<file path="src/rtl/lsqm_pkg.sv">
// ----------------------------------------------------------------------------
// lsqm_pkg
// Shared types, constants and helpers for the linked slot queue manager:
// item structs, operation codes, controller states and link encoding.
// ----------------------------------------------------------------------------
package lsqm_pkg;

    // Pool size and derived widths
    localparam int SLOTS  = 64;
    localparam int IDX_W  = $clog2(SLOTS);
    localparam int LINK_W = IDX_W + 1;
    localparam int SLOT_W = 6;

    // End of list marker; all ones is always at or above SLOTS
    localparam logic [LINK_W-1:0] END_LINK = {LINK_W{1'b1}};

    // Operation codes
    typedef enum logic [1:0] {
        FUNC_ACQUIRE = 2'd0,
        FUNC_COMMIT  = 2'd1,
        FUNC_PEEK    = 2'd2,
        FUNC_RELEASE = 2'd3
    } func_t;

    // Request item
    typedef struct packed {
        func_t             func;
        logic [SLOT_W-1:0] slot;
    } in_item_t;

    // Response item
    typedef struct packed {
        logic [SLOT_W-1:0] slot_out;
        logic              valid_res;
    } out_item_t;

    // Controller states
    typedef enum logic {
        ST_IDLE,
        ST_EXEC
    } state_t;

    // Commands from controller to datapath
    typedef struct packed {
        logic capture;
        logic execute;
    } cmd_t;

    // Any link value at or above the pool size means end of list
    function automatic logic is_end(input logic [LINK_W-1:0] v);
        return v >= LINK_W'(SLOTS);
    endfunction

    // Link contents after reset: each entry points to the next, last is end
    function automatic logic [LINK_W-1:0] reset_link(input logic [IDX_W-1:0] idx);
        logic [LINK_W-1:0] succ;
        succ = LINK_W'(idx) + LINK_W'(1);
        return (succ < LINK_W'(SLOTS)) ? succ : END_LINK;
    endfunction

endpackage

</file>
<file path="src/rtl/lsqm_ram.sv">
// ----------------------------------------------------------------------------
// lsqm_ram
// Generic single write port, single read port RAM with registered read data.
// ----------------------------------------------------------------------------
module lsqm_ram #(
    parameter int WIDTH = 8,
    parameter int DEPTH = 64
) (
    input  logic                     clk,
    input  logic                     we,
    input  logic [$clog2(DEPTH)-1:0] waddr,
    input  logic [WIDTH-1:0]         wdata,
    input  logic                     re,
    input  logic [$clog2(DEPTH)-1:0] raddr,
    output logic [WIDTH-1:0]         rdata
);

    logic [WIDTH-1:0] mem_reg [DEPTH];
    logic [WIDTH-1:0] rdata_reg;

    // Write port
    always_ff @(posedge clk)
    begin
        if (we)
        begin
            mem_reg[waddr] <= wdata;
        end
    end

    // Registered read port
    always_ff @(posedge clk)
    begin
        if (re)
        begin
            rdata_reg <= mem_reg[raddr];
        end
    end

    assign rdata = rdata_reg;

endmodule

</file>
<file path="src/rtl/lsqm_ctrl.sv">
// ----------------------------------------------------------------------------
// lsqm_ctrl
// Controller: takes one request item, waits for the registered link read,
// then commits the update once the response register is free.
// ----------------------------------------------------------------------------
module lsqm_ctrl (
    input  logic          clk,
    input  logic          rst_n,
    input  logic          req_valid,
    output logic          req_ready,
    output logic          rsp_valid,
    input  logic          rsp_ready,
    output lsqm_pkg::cmd_t cmd
);

    lsqm_pkg::state_t state_reg;
    lsqm_pkg::state_t state_next;
    logic             out_valid_reg;
    logic             out_valid_next;

    // State and response valid registers
    always_ff @(posedge clk or negedge rst_n)
    begin
        if (!rst_n)
        begin
            state_reg     <= lsqm_pkg::ST_IDLE;
            out_valid_reg <= 1'b0;
        end
        else
        begin
            state_reg     <= state_next;
            out_valid_reg <= out_valid_next;
        end
    end

    // Next state and commands
    always_comb
    begin
        state_next  = state_reg;
        req_ready   = 1'b0;
        cmd.capture = 1'b0;
        cmd.execute = 1'b0;
        unique case (state_reg)
            lsqm_pkg::ST_IDLE:
            begin
                req_ready = 1'b1;
                if (req_valid)
                begin
                    cmd.capture = 1'b1;
                    state_next  = lsqm_pkg::ST_EXEC;
                end
            end
            lsqm_pkg::ST_EXEC:
            begin
                // Advance only when the response register drains or is empty
                if (!out_valid_reg || rsp_ready)
                begin
                    cmd.execute = 1'b1;
                    state_next  = lsqm_pkg::ST_IDLE;
                end
            end
            default:
            begin
                state_next = lsqm_pkg::ST_IDLE;
            end
        endcase

        // Load on execute, drop when taken, hold otherwise
        priority if (cmd.execute)
        begin
            out_valid_next = 1'b1;
        end
        else if (rsp_ready)
        begin
            out_valid_next = 1'b0;
        end
        else
        begin
            out_valid_next = out_valid_reg;
        end
    end

    assign rsp_valid = out_valid_reg;

endmodule

</file>
<file path="src/rtl/lsqm_datapath.sv">
// ----------------------------------------------------------------------------
// lsqm_datapath
// Link memory, list head and tail registers, and response register.
// Reads one link entry on capture and writes at most one back on execute.
// ----------------------------------------------------------------------------
module lsqm_datapath (
    input  logic                clk,
    input  logic                rst_n,
    input  lsqm_pkg::cmd_t      cmd,
    input  lsqm_pkg::in_item_t  req,
    output lsqm_pkg::out_item_t rsp
);

    localparam int IDX_W  = lsqm_pkg::IDX_W;
    localparam int LINK_W = lsqm_pkg::LINK_W;
    localparam int SLOTS  = lsqm_pkg::SLOTS;

    // List pointers and per entry written flags
    logic [LINK_W-1:0] free_head_reg, free_head_next;
    logic [LINK_W-1:0] queue_head_reg, queue_head_next;
    logic [LINK_W-1:0] queue_tail_reg, queue_tail_next;
    logic [SLOTS-1:0]  vld_reg, vld_next;

    // Captured item and read context
    lsqm_pkg::in_item_t  item_reg;
    logic [IDX_W-1:0]    rd_addr_reg;
    logic                rd_vld_reg;
    lsqm_pkg::out_item_t out_reg;
    lsqm_pkg::out_item_t out_next;

    // Memory interface
    logic [IDX_W-1:0]  rd_addr;
    logic [LINK_W-1:0] ram_rdata;
    logic              wr_en;
    logic [IDX_W-1:0]  wr_addr;
    logic [LINK_W-1:0] wr_data;

    // Execute stage helpers
    logic [LINK_W-1:0] link_rd;
    logic [IDX_W-1:0]  slot_idx;
    logic [LINK_W-1:0] slot_link;
    logic              slot_ok;

    // Pick the entry to read: free head for acquire, item slot otherwise
    assign rd_addr = (req.func == lsqm_pkg::FUNC_ACQUIRE) ?
                     free_head_reg[IDX_W-1:0] : IDX_W'(req.slot);

    lsqm_ram #(
        .WIDTH (LINK_W),
        .DEPTH (SLOTS)
    ) u_link_ram (
        .clk   (clk),
        .we    (wr_en),
        .waddr (wr_addr),
        .wdata (wr_data),
        .re    (cmd.capture),
        .raddr (rd_addr),
        .rdata (ram_rdata)
    );

    // Hold the item and read context on capture; load the response on execute
    always_ff @(posedge clk)
    begin
        if (cmd.capture)
        begin
            item_reg    <= req;
            rd_addr_reg <= rd_addr;
            rd_vld_reg  <= vld_reg[rd_addr];
        end
        if (cmd.execute)
        begin
            out_reg <= out_next;
        end
    end

    // List state registers
    always_ff @(posedge clk or negedge rst_n)
    begin
        if (!rst_n)
        begin
            free_head_reg  <= '0;
            queue_head_reg <= lsqm_pkg::END_LINK;
            queue_tail_reg <= lsqm_pkg::END_LINK;
            vld_reg        <= '0;
        end
        else
        begin
            free_head_reg  <= free_head_next;
            queue_head_reg <= queue_head_next;
            queue_tail_reg <= queue_tail_next;
            vld_reg        <= vld_next;
        end
    end

    // Unwritten entries read as their reset link
    assign link_rd   = rd_vld_reg ? ram_rdata : lsqm_pkg::reset_link(rd_addr_reg);
    assign slot_idx  = IDX_W'(item_reg.slot);
    assign slot_link = LINK_W'(item_reg.slot);
    assign slot_ok   = 32'(item_reg.slot) < 32'(SLOTS);

    // Operation decode and list update
    always_comb
    begin
        free_head_next     = free_head_reg;
        queue_head_next    = queue_head_reg;
        queue_tail_next    = queue_tail_reg;
        vld_next           = vld_reg;
        wr_en              = 1'b0;
        wr_addr            = slot_idx;
        wr_data            = lsqm_pkg::END_LINK;
        out_next.slot_out  = item_reg.slot;
        out_next.valid_res = 1'b0;

        unique case (item_reg.func)
            lsqm_pkg::FUNC_ACQUIRE:
            begin
                out_next.slot_out = '0;
                // Pop the free head and mark its link as end
                if (!lsqm_pkg::is_end(free_head_reg))
                begin
                    wr_en              = 1'b1;
                    wr_addr            = free_head_reg[IDX_W-1:0];
                    wr_data            = lsqm_pkg::END_LINK;
                    free_head_next     = link_rd;
                    out_next.slot_out  = lsqm_pkg::SLOT_W'(free_head_reg);
                    out_next.valid_res = 1'b1;
                end
            end
            lsqm_pkg::FUNC_COMMIT:
            begin
                // Append at the tail; first slot becomes head with an end link
                if (slot_ok)
                begin
                    out_next.valid_res = 1'b1;
                    wr_en              = 1'b1;
                    if (lsqm_pkg::is_end(queue_tail_reg))
                    begin
                        wr_addr         = slot_idx;
                        wr_data         = lsqm_pkg::END_LINK;
                        queue_head_next = slot_link;
                    end
                    else
                    begin
                        wr_addr = queue_tail_reg[IDX_W-1:0];
                        wr_data = slot_link;
                    end
                    queue_tail_next = slot_link;
                end
            end
            lsqm_pkg::FUNC_PEEK:
            begin
                out_next.slot_out = '0;
                if (!lsqm_pkg::is_end(queue_head_reg))
                begin
                    out_next.slot_out  = lsqm_pkg::SLOT_W'(queue_head_reg);
                    out_next.valid_res = 1'b1;
                end
            end
            lsqm_pkg::FUNC_RELEASE:
            begin
                // Unlink from either end, then push onto the free list
                if (slot_ok)
                begin
                    out_next.valid_res = 1'b1;
                    if (queue_head_reg == slot_link)
                    begin
                        queue_head_next = link_rd;
                    end
                    if (queue_tail_reg == slot_link)
                    begin
                        queue_tail_next = link_rd;
                    end
                    wr_en          = 1'b1;
                    wr_addr        = slot_idx;
                    wr_data        = free_head_reg;
                    free_head_next = slot_link;
                end
            end
            default:
            begin
                out_next.valid_res = 1'b0;
            end
        endcase

        // Only commit the update on execute
        if (!cmd.execute)
        begin
            free_head_next  = free_head_reg;
            queue_head_next = queue_head_reg;
            queue_tail_next = queue_tail_reg;
            wr_en           = 1'b0;
        end
        if (wr_en)
        begin
            vld_next[wr_addr] = 1'b1;
        end
    end

    assign rsp = out_reg;

endmodule

</file>
<file path="src/rtl/linked_slot_queue_manager.sv">
// ----------------------------------------------------------------------------
// linked_slot_queue_manager
// Free list and committed queue of message slots kept in one link memory.
// ----------------------------------------------------------------------------
// Each request item is captured with its link read, then executed with its
// write back and the response load. No new item is taken until the last one
// executes, set by the registered link read and the write back that follows.
// A stalled response blocks at most one further item, which waits for it.
// Reset (rst_n low, asynchronous) restores the full free list and empty
// queue at once through per entry written flags; no clearing pass.
// ----------------------------------------------------------------------------
module linked_slot_queue_manager (
    input  logic                clk,
    input  logic                rst_n,
    input  logic                req_valid,
    output logic                req_ready,
    input  lsqm_pkg::in_item_t  req,
    output logic                rsp_valid,
    input  logic                rsp_ready,
    output lsqm_pkg::out_item_t rsp
);

    lsqm_pkg::cmd_t cmd;

    lsqm_ctrl u_ctrl (
        .clk       (clk),
        .rst_n     (rst_n),
        .req_valid (req_valid),
        .req_ready (req_ready),
        .rsp_valid (rsp_valid),
        .rsp_ready (rsp_ready),
        .cmd       (cmd)
    );

    lsqm_datapath u_datapath (
        .clk   (clk),
        .rst_n (rst_n),
        .cmd   (cmd),
        .req   (req),
        .rsp   (rsp)
    );

endmodule

</file>
<file path="config.mk">
export PLATFORM = sky130hd
export DESIGN_NAME = linked_slot_queue_manager
export DESIGN_NICKNAME = d
export VERILOG_FILES = /design/src/rtl/lsqm_pkg.sv /design/src/rtl/lsqm_ram.sv /design/src/rtl/lsqm_ctrl.sv /design/src/rtl/lsqm_datapath.sv /design/src/rtl/linked_slot_queue_manager.sv
export SDC_FILE = /design/constraint.sdc
export NUM_CORES = 1
export LEC_CHECK = 0
export BUFFER_PORTS_ARGS = -buffer_cell sky130_fd_sc_hd__buf_4
export CAP_MARGIN = 10
export CORE_MARGIN = 4
export CORE_UTILIZATION = 60
export DETAILED_ROUTE_END_ITERATION = 12
export PLACE_DENSITY = 0.75
export SLEW_MARGIN = 20
export SYNTH_ARGS = -nofsm -noshare
export SYNTH_HDL_FRONTEND = slang
export SYNTH_SLANG_ARGS = --single-unit
export TNS_END_PERCENT = 100
</file>
<file path="constraint.sdc">
create_clock -name clk -period 4 [get_ports clk]
set_input_delay 0.6 -clock clk [delete_from_list [all_inputs] [get_ports clk]]
set_output_delay 0.6 -clock clk [all_outputs]
set_load 0.02 [all_outputs]
</file>
* Word-level counts from Yosys, hierarchy flattened
Memories as Yosys holds them, arrays and structs flattened. A register that Yosys moved wholly into a read port is not among the register bits.
Index checks and enable logic that the tools add are counted.
** Storage, ports and cells
- Output and inout bits :: 9
- Latch bits :: 0
- Bits in writable memories :: 448
- Logic and storage cells :: 81
- Bits in read-only memories :: 0
- Flip-flop bits (word level) :: 109
- Input bits :: 12
- Memories :: 1
** Memory list
- u_datapath.u_link_ram.mem_reg :: depth 64, width 7, read ports 1, clocked after Yosys merged registers in 1, write ports 1, RTL line lsqm_ram.sv:18 : logic [WIDTH-1:0] mem_reg [DEPTH];
** Cells by class
- Mux-type cells :: 37
- Magnitude comparators :: 7
- Divide/modulo/power cells :: 0
- Bitwise gates (word level) :: 2
- Add/subtract/negate cells :: 1
- Multipliers :: 0
- Shift-type cells :: 0
- Equal/unequal tests :: 9
- Reductions and logical operators :: 12
** Operators by type and width (number)
- $or 64x64->64 :: 1
- $mux 7 :: 9
- $pmux 7 s2 :: 4
- $pmux 6 s2 :: 2
- $ge 7x7->1 const B :: 3
- $mux 6 :: 3
- $eq 7x6->1 :: 2
- $lt 6x7->1 const B :: 2
- $mux 1 :: 14
- $add 6x1->7 const B :: 1
- $lt 7x7->1 const B :: 1
- $bmux 1 s6 :: 1
- $demux 1 s6 :: 1
- $ge 6x1->1 const B :: 1
- $ne 2x1->1 const B :: 3
- $reduce_and 3->1 :: 2
- $reduce_bool 2->1 :: 3
- $eq 2x2->1 const B :: 2
- $logic_not 2->1 :: 2
- $pmux 1 s2 :: 2
- $reduce_and 4->1 :: 1
- $pmux 1 s3 :: 1
- $eq 2x1->1 const B :: 1
- $ne 2x2->1 const B :: 1
- 5 further kinds :: 5

* Longest topological paths before layout
- Word-level depth :: 8
- Gate-level depth with buffers :: 11
- Mapped depth without buffers :: 7

* By module
A second synthesis with hierarchy kept.
** Second synthesis, totals
- Cells, all modules :: 1344
- Area, all modules :: 23115.9 um2
** By module, submodules not included
- lsqm_ram :: sequential area each 13663.1 um2, instances 1, cells an instance 827, area an instance 17705.7 um2
- lsqm_datapath :: sequential area each 2805.2 um2, instances 1, cells an instance 508, area an instance 5308.8 um2
- lsqm_ctrl :: sequential area each 50.0 um2, instances 1, cells an instance 9, area an instance 101.3 um2

* Worst setup path after synthesis
OpenSTA, ideal clock, no wires.
- Kind :: register to register
- From :: register u_datapath.item_reg[6] (netlist bit)
- To :: memory u_datapath.u_link_ram.mem_reg[0][0] (netlist bit), data pin
- Library setup time :: 548 ps
- Required time :: 3452 ps
- Period minus slack after synthesis :: 3665 ps
- Cell stages (with the launch flop) :: 7
- Data arrival time :: 3117 ps
- Path buffers :: 3
- Slack :: 335 ps
- Path through :: edfxtp_1 > buf_2 > buf_1 > nand2_1 > clkbuf_1 > nor2_1 > a21oi_1
** Between the ends
- Longest elaborated chain between the ends :: 2
- Elaborated cells on any way between the ends :: 3
- Classes of those cells :: 2 x eq/ne; 1 x mux
** RTL lines
- start: declaration :: RTL line lsqm_datapath.sv:25 : lsqm_pkg::in_item_t item_reg;
- start signal: assignment :: RTL line lsqm_datapath.sv:66 : item_reg <= req;
- $eq 2x2->1 / $eq 2x1->1 (equally long branches) :: RTL line lsqm_datapath.sv:114 : unique case (item_reg.func)
- $pmux 7 s2 (*) :: RTL line lsqm_datapath.sv:114
- net u_datapath.u_link_ram.wdata[0] :: RTL line lsqm_ram.sv:12 : input logic [WIDTH-1:0] wdata,
- end: declaration :: RTL line lsqm_ram.sv:18
The timed path passes the listed nets; every way through them passes the cells marked *.

* Worst setup path after layout
- From :: register u_datapath.free_head_reg[0]
- To :: register u_datapath.u_link_ram.rdata_reg[6] (netlist: u_datapath.u_link_ram.rdata[6]) (read register of u_datapath.u_link_ram.mem_reg), data pin
** Between the ends
- Longest elaborated chain between the ends :: 1
** RTL lines
- start: declaration :: RTL line lsqm_datapath.sv:19 : logic [LINK_W-1:0] free_head_reg, free_head_next;
- start signal: assignment :: RTL line lsqm_datapath.sv:88 : free_head_reg <= free_head_next;
- $mux 6 :: RTL line lsqm_datapath.sv:45 : assign rd_addr = (req.func == lsqm_pkg::FUNC_ACQUIRE) ?
- end: declaration :: RTL line lsqm_ram.sv:19 : logic [WIDTH-1:0] rdata_reg;
No other way between the ends.
A chain may end at the register's enable or synchronous reset.

==> flow_summary.ini <==
[outcome]
outcome = complete, no violations

[detailed_routing]
drt-vias-per-instance = 6.718
drtAntennaViolNets = 0
dr.first_iter.drc_count = 1936
detailed_route_wire_length_microns = 61010
drc_errors = 0
post_drt_wl_per_cell_microns = 28.02
drt_pre_antenna_iters = 5
num_vias = 14630

[global_route]
globalRouteTotalUtil = 0.2794
first_global_vias = 14410
grt_max_degree = 63
grt_overflow = 0
antenna_violations_before_repair = 1
first_pass_grt_wire_length_microns = 91890

[pwr]
power.internal_mw = 11.49
design_power_total_mw = 16.35
p_sw_frac = 0.2970
p_sw_mw = 4.857
clock_power_share = 0.305
power_frac_comb = 0.219
p_per_area_nw_per_um2 = 611.5
irDropWorstVdd_v = 0.0004113
total_leakage_power_nw = 9.461
sequentialPowerShare = 0.476

[floorplan]
initial_utilization = 0.6111
cell_rows = 72
num_io_pins = 21
core_sq_um = 38920
fp.dieW_microns = 207.1
total_die_area_sq_um = 42880
die_h_microns = 207.1

[setup_path]
worst-setup-path-type = reg -> reg
endpoint_kind = register
crit_required_ps = 4320
setup.worst_path.start_class = register
cp_data_arrival_time_ps = 3800
crit_fanout = 24

[synth]
dominantRegCellSynth = edfxtp_1
post_synth_and_or_nand_nor_area_fraction = 0.07981
synth_edf_count = 477
async_s_r_ff_share_synth = 0.1543
synth.mux.area_fraction = 0.1058
syn_inst = 1541
yosys.area_share.xor_xnor = 0.005524
synth_top_family_by_area = multiplexers
synthesis.nets = 1554
mapped_avg_cell_area_sq_um = 15.43
synth-adder-area-share = 0.0005261
synth_area_leader_cell = edfxtp_1
post_synth_instance_area_sq_um = 23780
synth-seq-area-share = 0.6946
yosys_warnings = 0
synth_area_leaders = edfxtp_1 (60%), dfrtp_1 (7.7%), mux2i_1 (4.8%), mux4_2 (4.5%), nor2_1 (2.0%)
synth_top_area_frac = 0.6023
synth_compound_area_frac = 0.09123
yosysUniqueCellTypes = 73
synth_seq_cells = 564

[clocking]
clock_insertion_delay_worst_skew_ps = 610
cts_resized = 0
cts_root_cell = clkbuf_16
cts_hold_repair.buffers = 0
cts.repair_timing.setup_buffer_count = 0
clock-sinks = 564
tritoncts_clock_tree = done
clkTransAtPathRegs_ps = 60
cts_max_level = 2
clock_path_buffers = 3
cts_buffers = 55

[sta]
slew-limit-headroom = 0.1856
min_period_ps = 3479
setup_violations = 0
timing_max_transition_violations_final = 0
final.period_utilization = 0.8698
clock-skew-final_ps = 23.21
final.setup.tns_ps = 0
hold_viol = 0
max_clock_freq_mhz = 287.4
worst_pin_slew_ps = 1210
grt_setup_unrepaired = false

[finish]
largest_register_ff_count = 448
area_delta_synth_final_pct = 12.43
final_net_count = 1626
drive_above_1_share = 0.2008

[worst_hold_path]
min_path_type = in -> async

[flow_run]
max_cap_violations = 0

[placement]
buffers_on_ports = 20
routabilityCongestion = 0.9230
dp.final_hpwl_microns = 39110
power by group through the flow:
stage          Combinational (mW)  Clock, mW  Sequential, mW
2_1_floorplan                2.19          0            7.72
3_3_place_gp                 3.41          0            7.86
3_5_place_dp                 3.51          0            7.87
4_1_cts                      3.53       5.04            7.76
5_1_grt                      3.78       5.28            7.83
6_report                     3.58       4.98            7.79
final timing paths:
path                                             start                        endpoint  slack [ps]  cells after the start
setup / recovery           u_datapath.free_head_reg[0]  u_datapath.u_link_ram.rdata[6]         520                      9
hold / removal                                   rst_n     u_datapath.free_head_reg[0]         100                      1
setup reg to reg           u_datapath.free_head_reg[0]  u_datapath.u_link_ram.rdata[6]         520                      9
hold reg to reg                 u_datapath.vld_reg[12]          u_datapath.vld_reg[12]         460                      1
max in group asynchronous                        rst_n    u_datapath.queue_tail_reg[1]        2940                      2
min in group clk                                req[5]          u_datapath.slot_idx[5]         220                      1
area by class of cell:
class                      count  area, sq um
antenna                        1        2.502
clock inverter                29        245.2
fill                        2601        12180
tap                          518        648.1
timing repair buffer         119        968.4
sequential                   564        16520
inverter                      17        63.81
multi-input combinational    856         6805
clock buffer                  73         1485
metal layers:
layer / share of wire / track usage / vias up
li1: - / - / 6277
met1: 0.39 / 0.3946 / 7327
met2: 0.46 / 0.4228 / 866
met3: 0.10 / 0.06641 / 155
met4: 0.047 / 0.1213 / 0
met5: 0 / 0 / -
synth_stat cells (27+ instances only):
cell and n:
nor2_1 127, clkbuf_1 61, mux2i_1 113, edfxtp_1 477
mux2_2 27, and3_1 66, nand2_1 38, o21bai_1 34
a211oi_1 61, dfrtp_1 73, mux4_2 47
logic make-up after synthesis:
| family | Yosys count |
|---|---|
| DFF | 564 |
| adders and majority gates | 1 |
| xor gates and xnor gates | 15 |
| and+or+nand+nor | 366 |
| buffers and inverters | 121 |
| AOI/OAI and AO/OA | 285 |
| muxes | 189 |
placed cells by master (no fill, tap or decap), drive strengths merged, types with 15 or more instances in the layout:
| cell type | n |
|---|---|
| edfxtp | 477 |
| nor2 | 129 |
| buf | 119 |
| mux2i | 113 |
| dfrtp | 73 |
| clkbuf | 73 |
| and3 | 66 |
| a211oi | 61 |
| mux4 | 47 |
| nand2 | 38 |
| o21bai | 34 |
| or2 | 30 |
| mux2 | 29 |
| o22ai | 26 |
| nor4 | 26 |
| o21ai | 26 |
| clkinv | 24 |
| o32ai | 21 |
| inv | 17 |
| nor3 | 16 |
| a22o | 15 |
critical path, stage by stage, from the launching register on:
cell      delay [ps]
dfrtp_2          430
or3b_1           210
and2_4           390
inv_2            300
buf_4            330
buf_4            230
a211oi_1         320
nor4_1           130
o31ai_1          670
nand4_1          160
per-stage QoR:
stage	hold WS [ps]	std cells	utilization	cell area, sq um	setup WS, ps
floorplan	304.4	1541	-	23780	335.5
global placement	439.9	2074	0.6419	24980	60.38
detailed placement	448.6	2074	0.6424	25000	166.4
CTS	121.8	2176	0.6869	26730	582.6
global route	164.3	2176	0.6870	26740	340.4
finish	104.5	2177	0.6871	26740	520.9
Power figures use the tool's default switching activity.
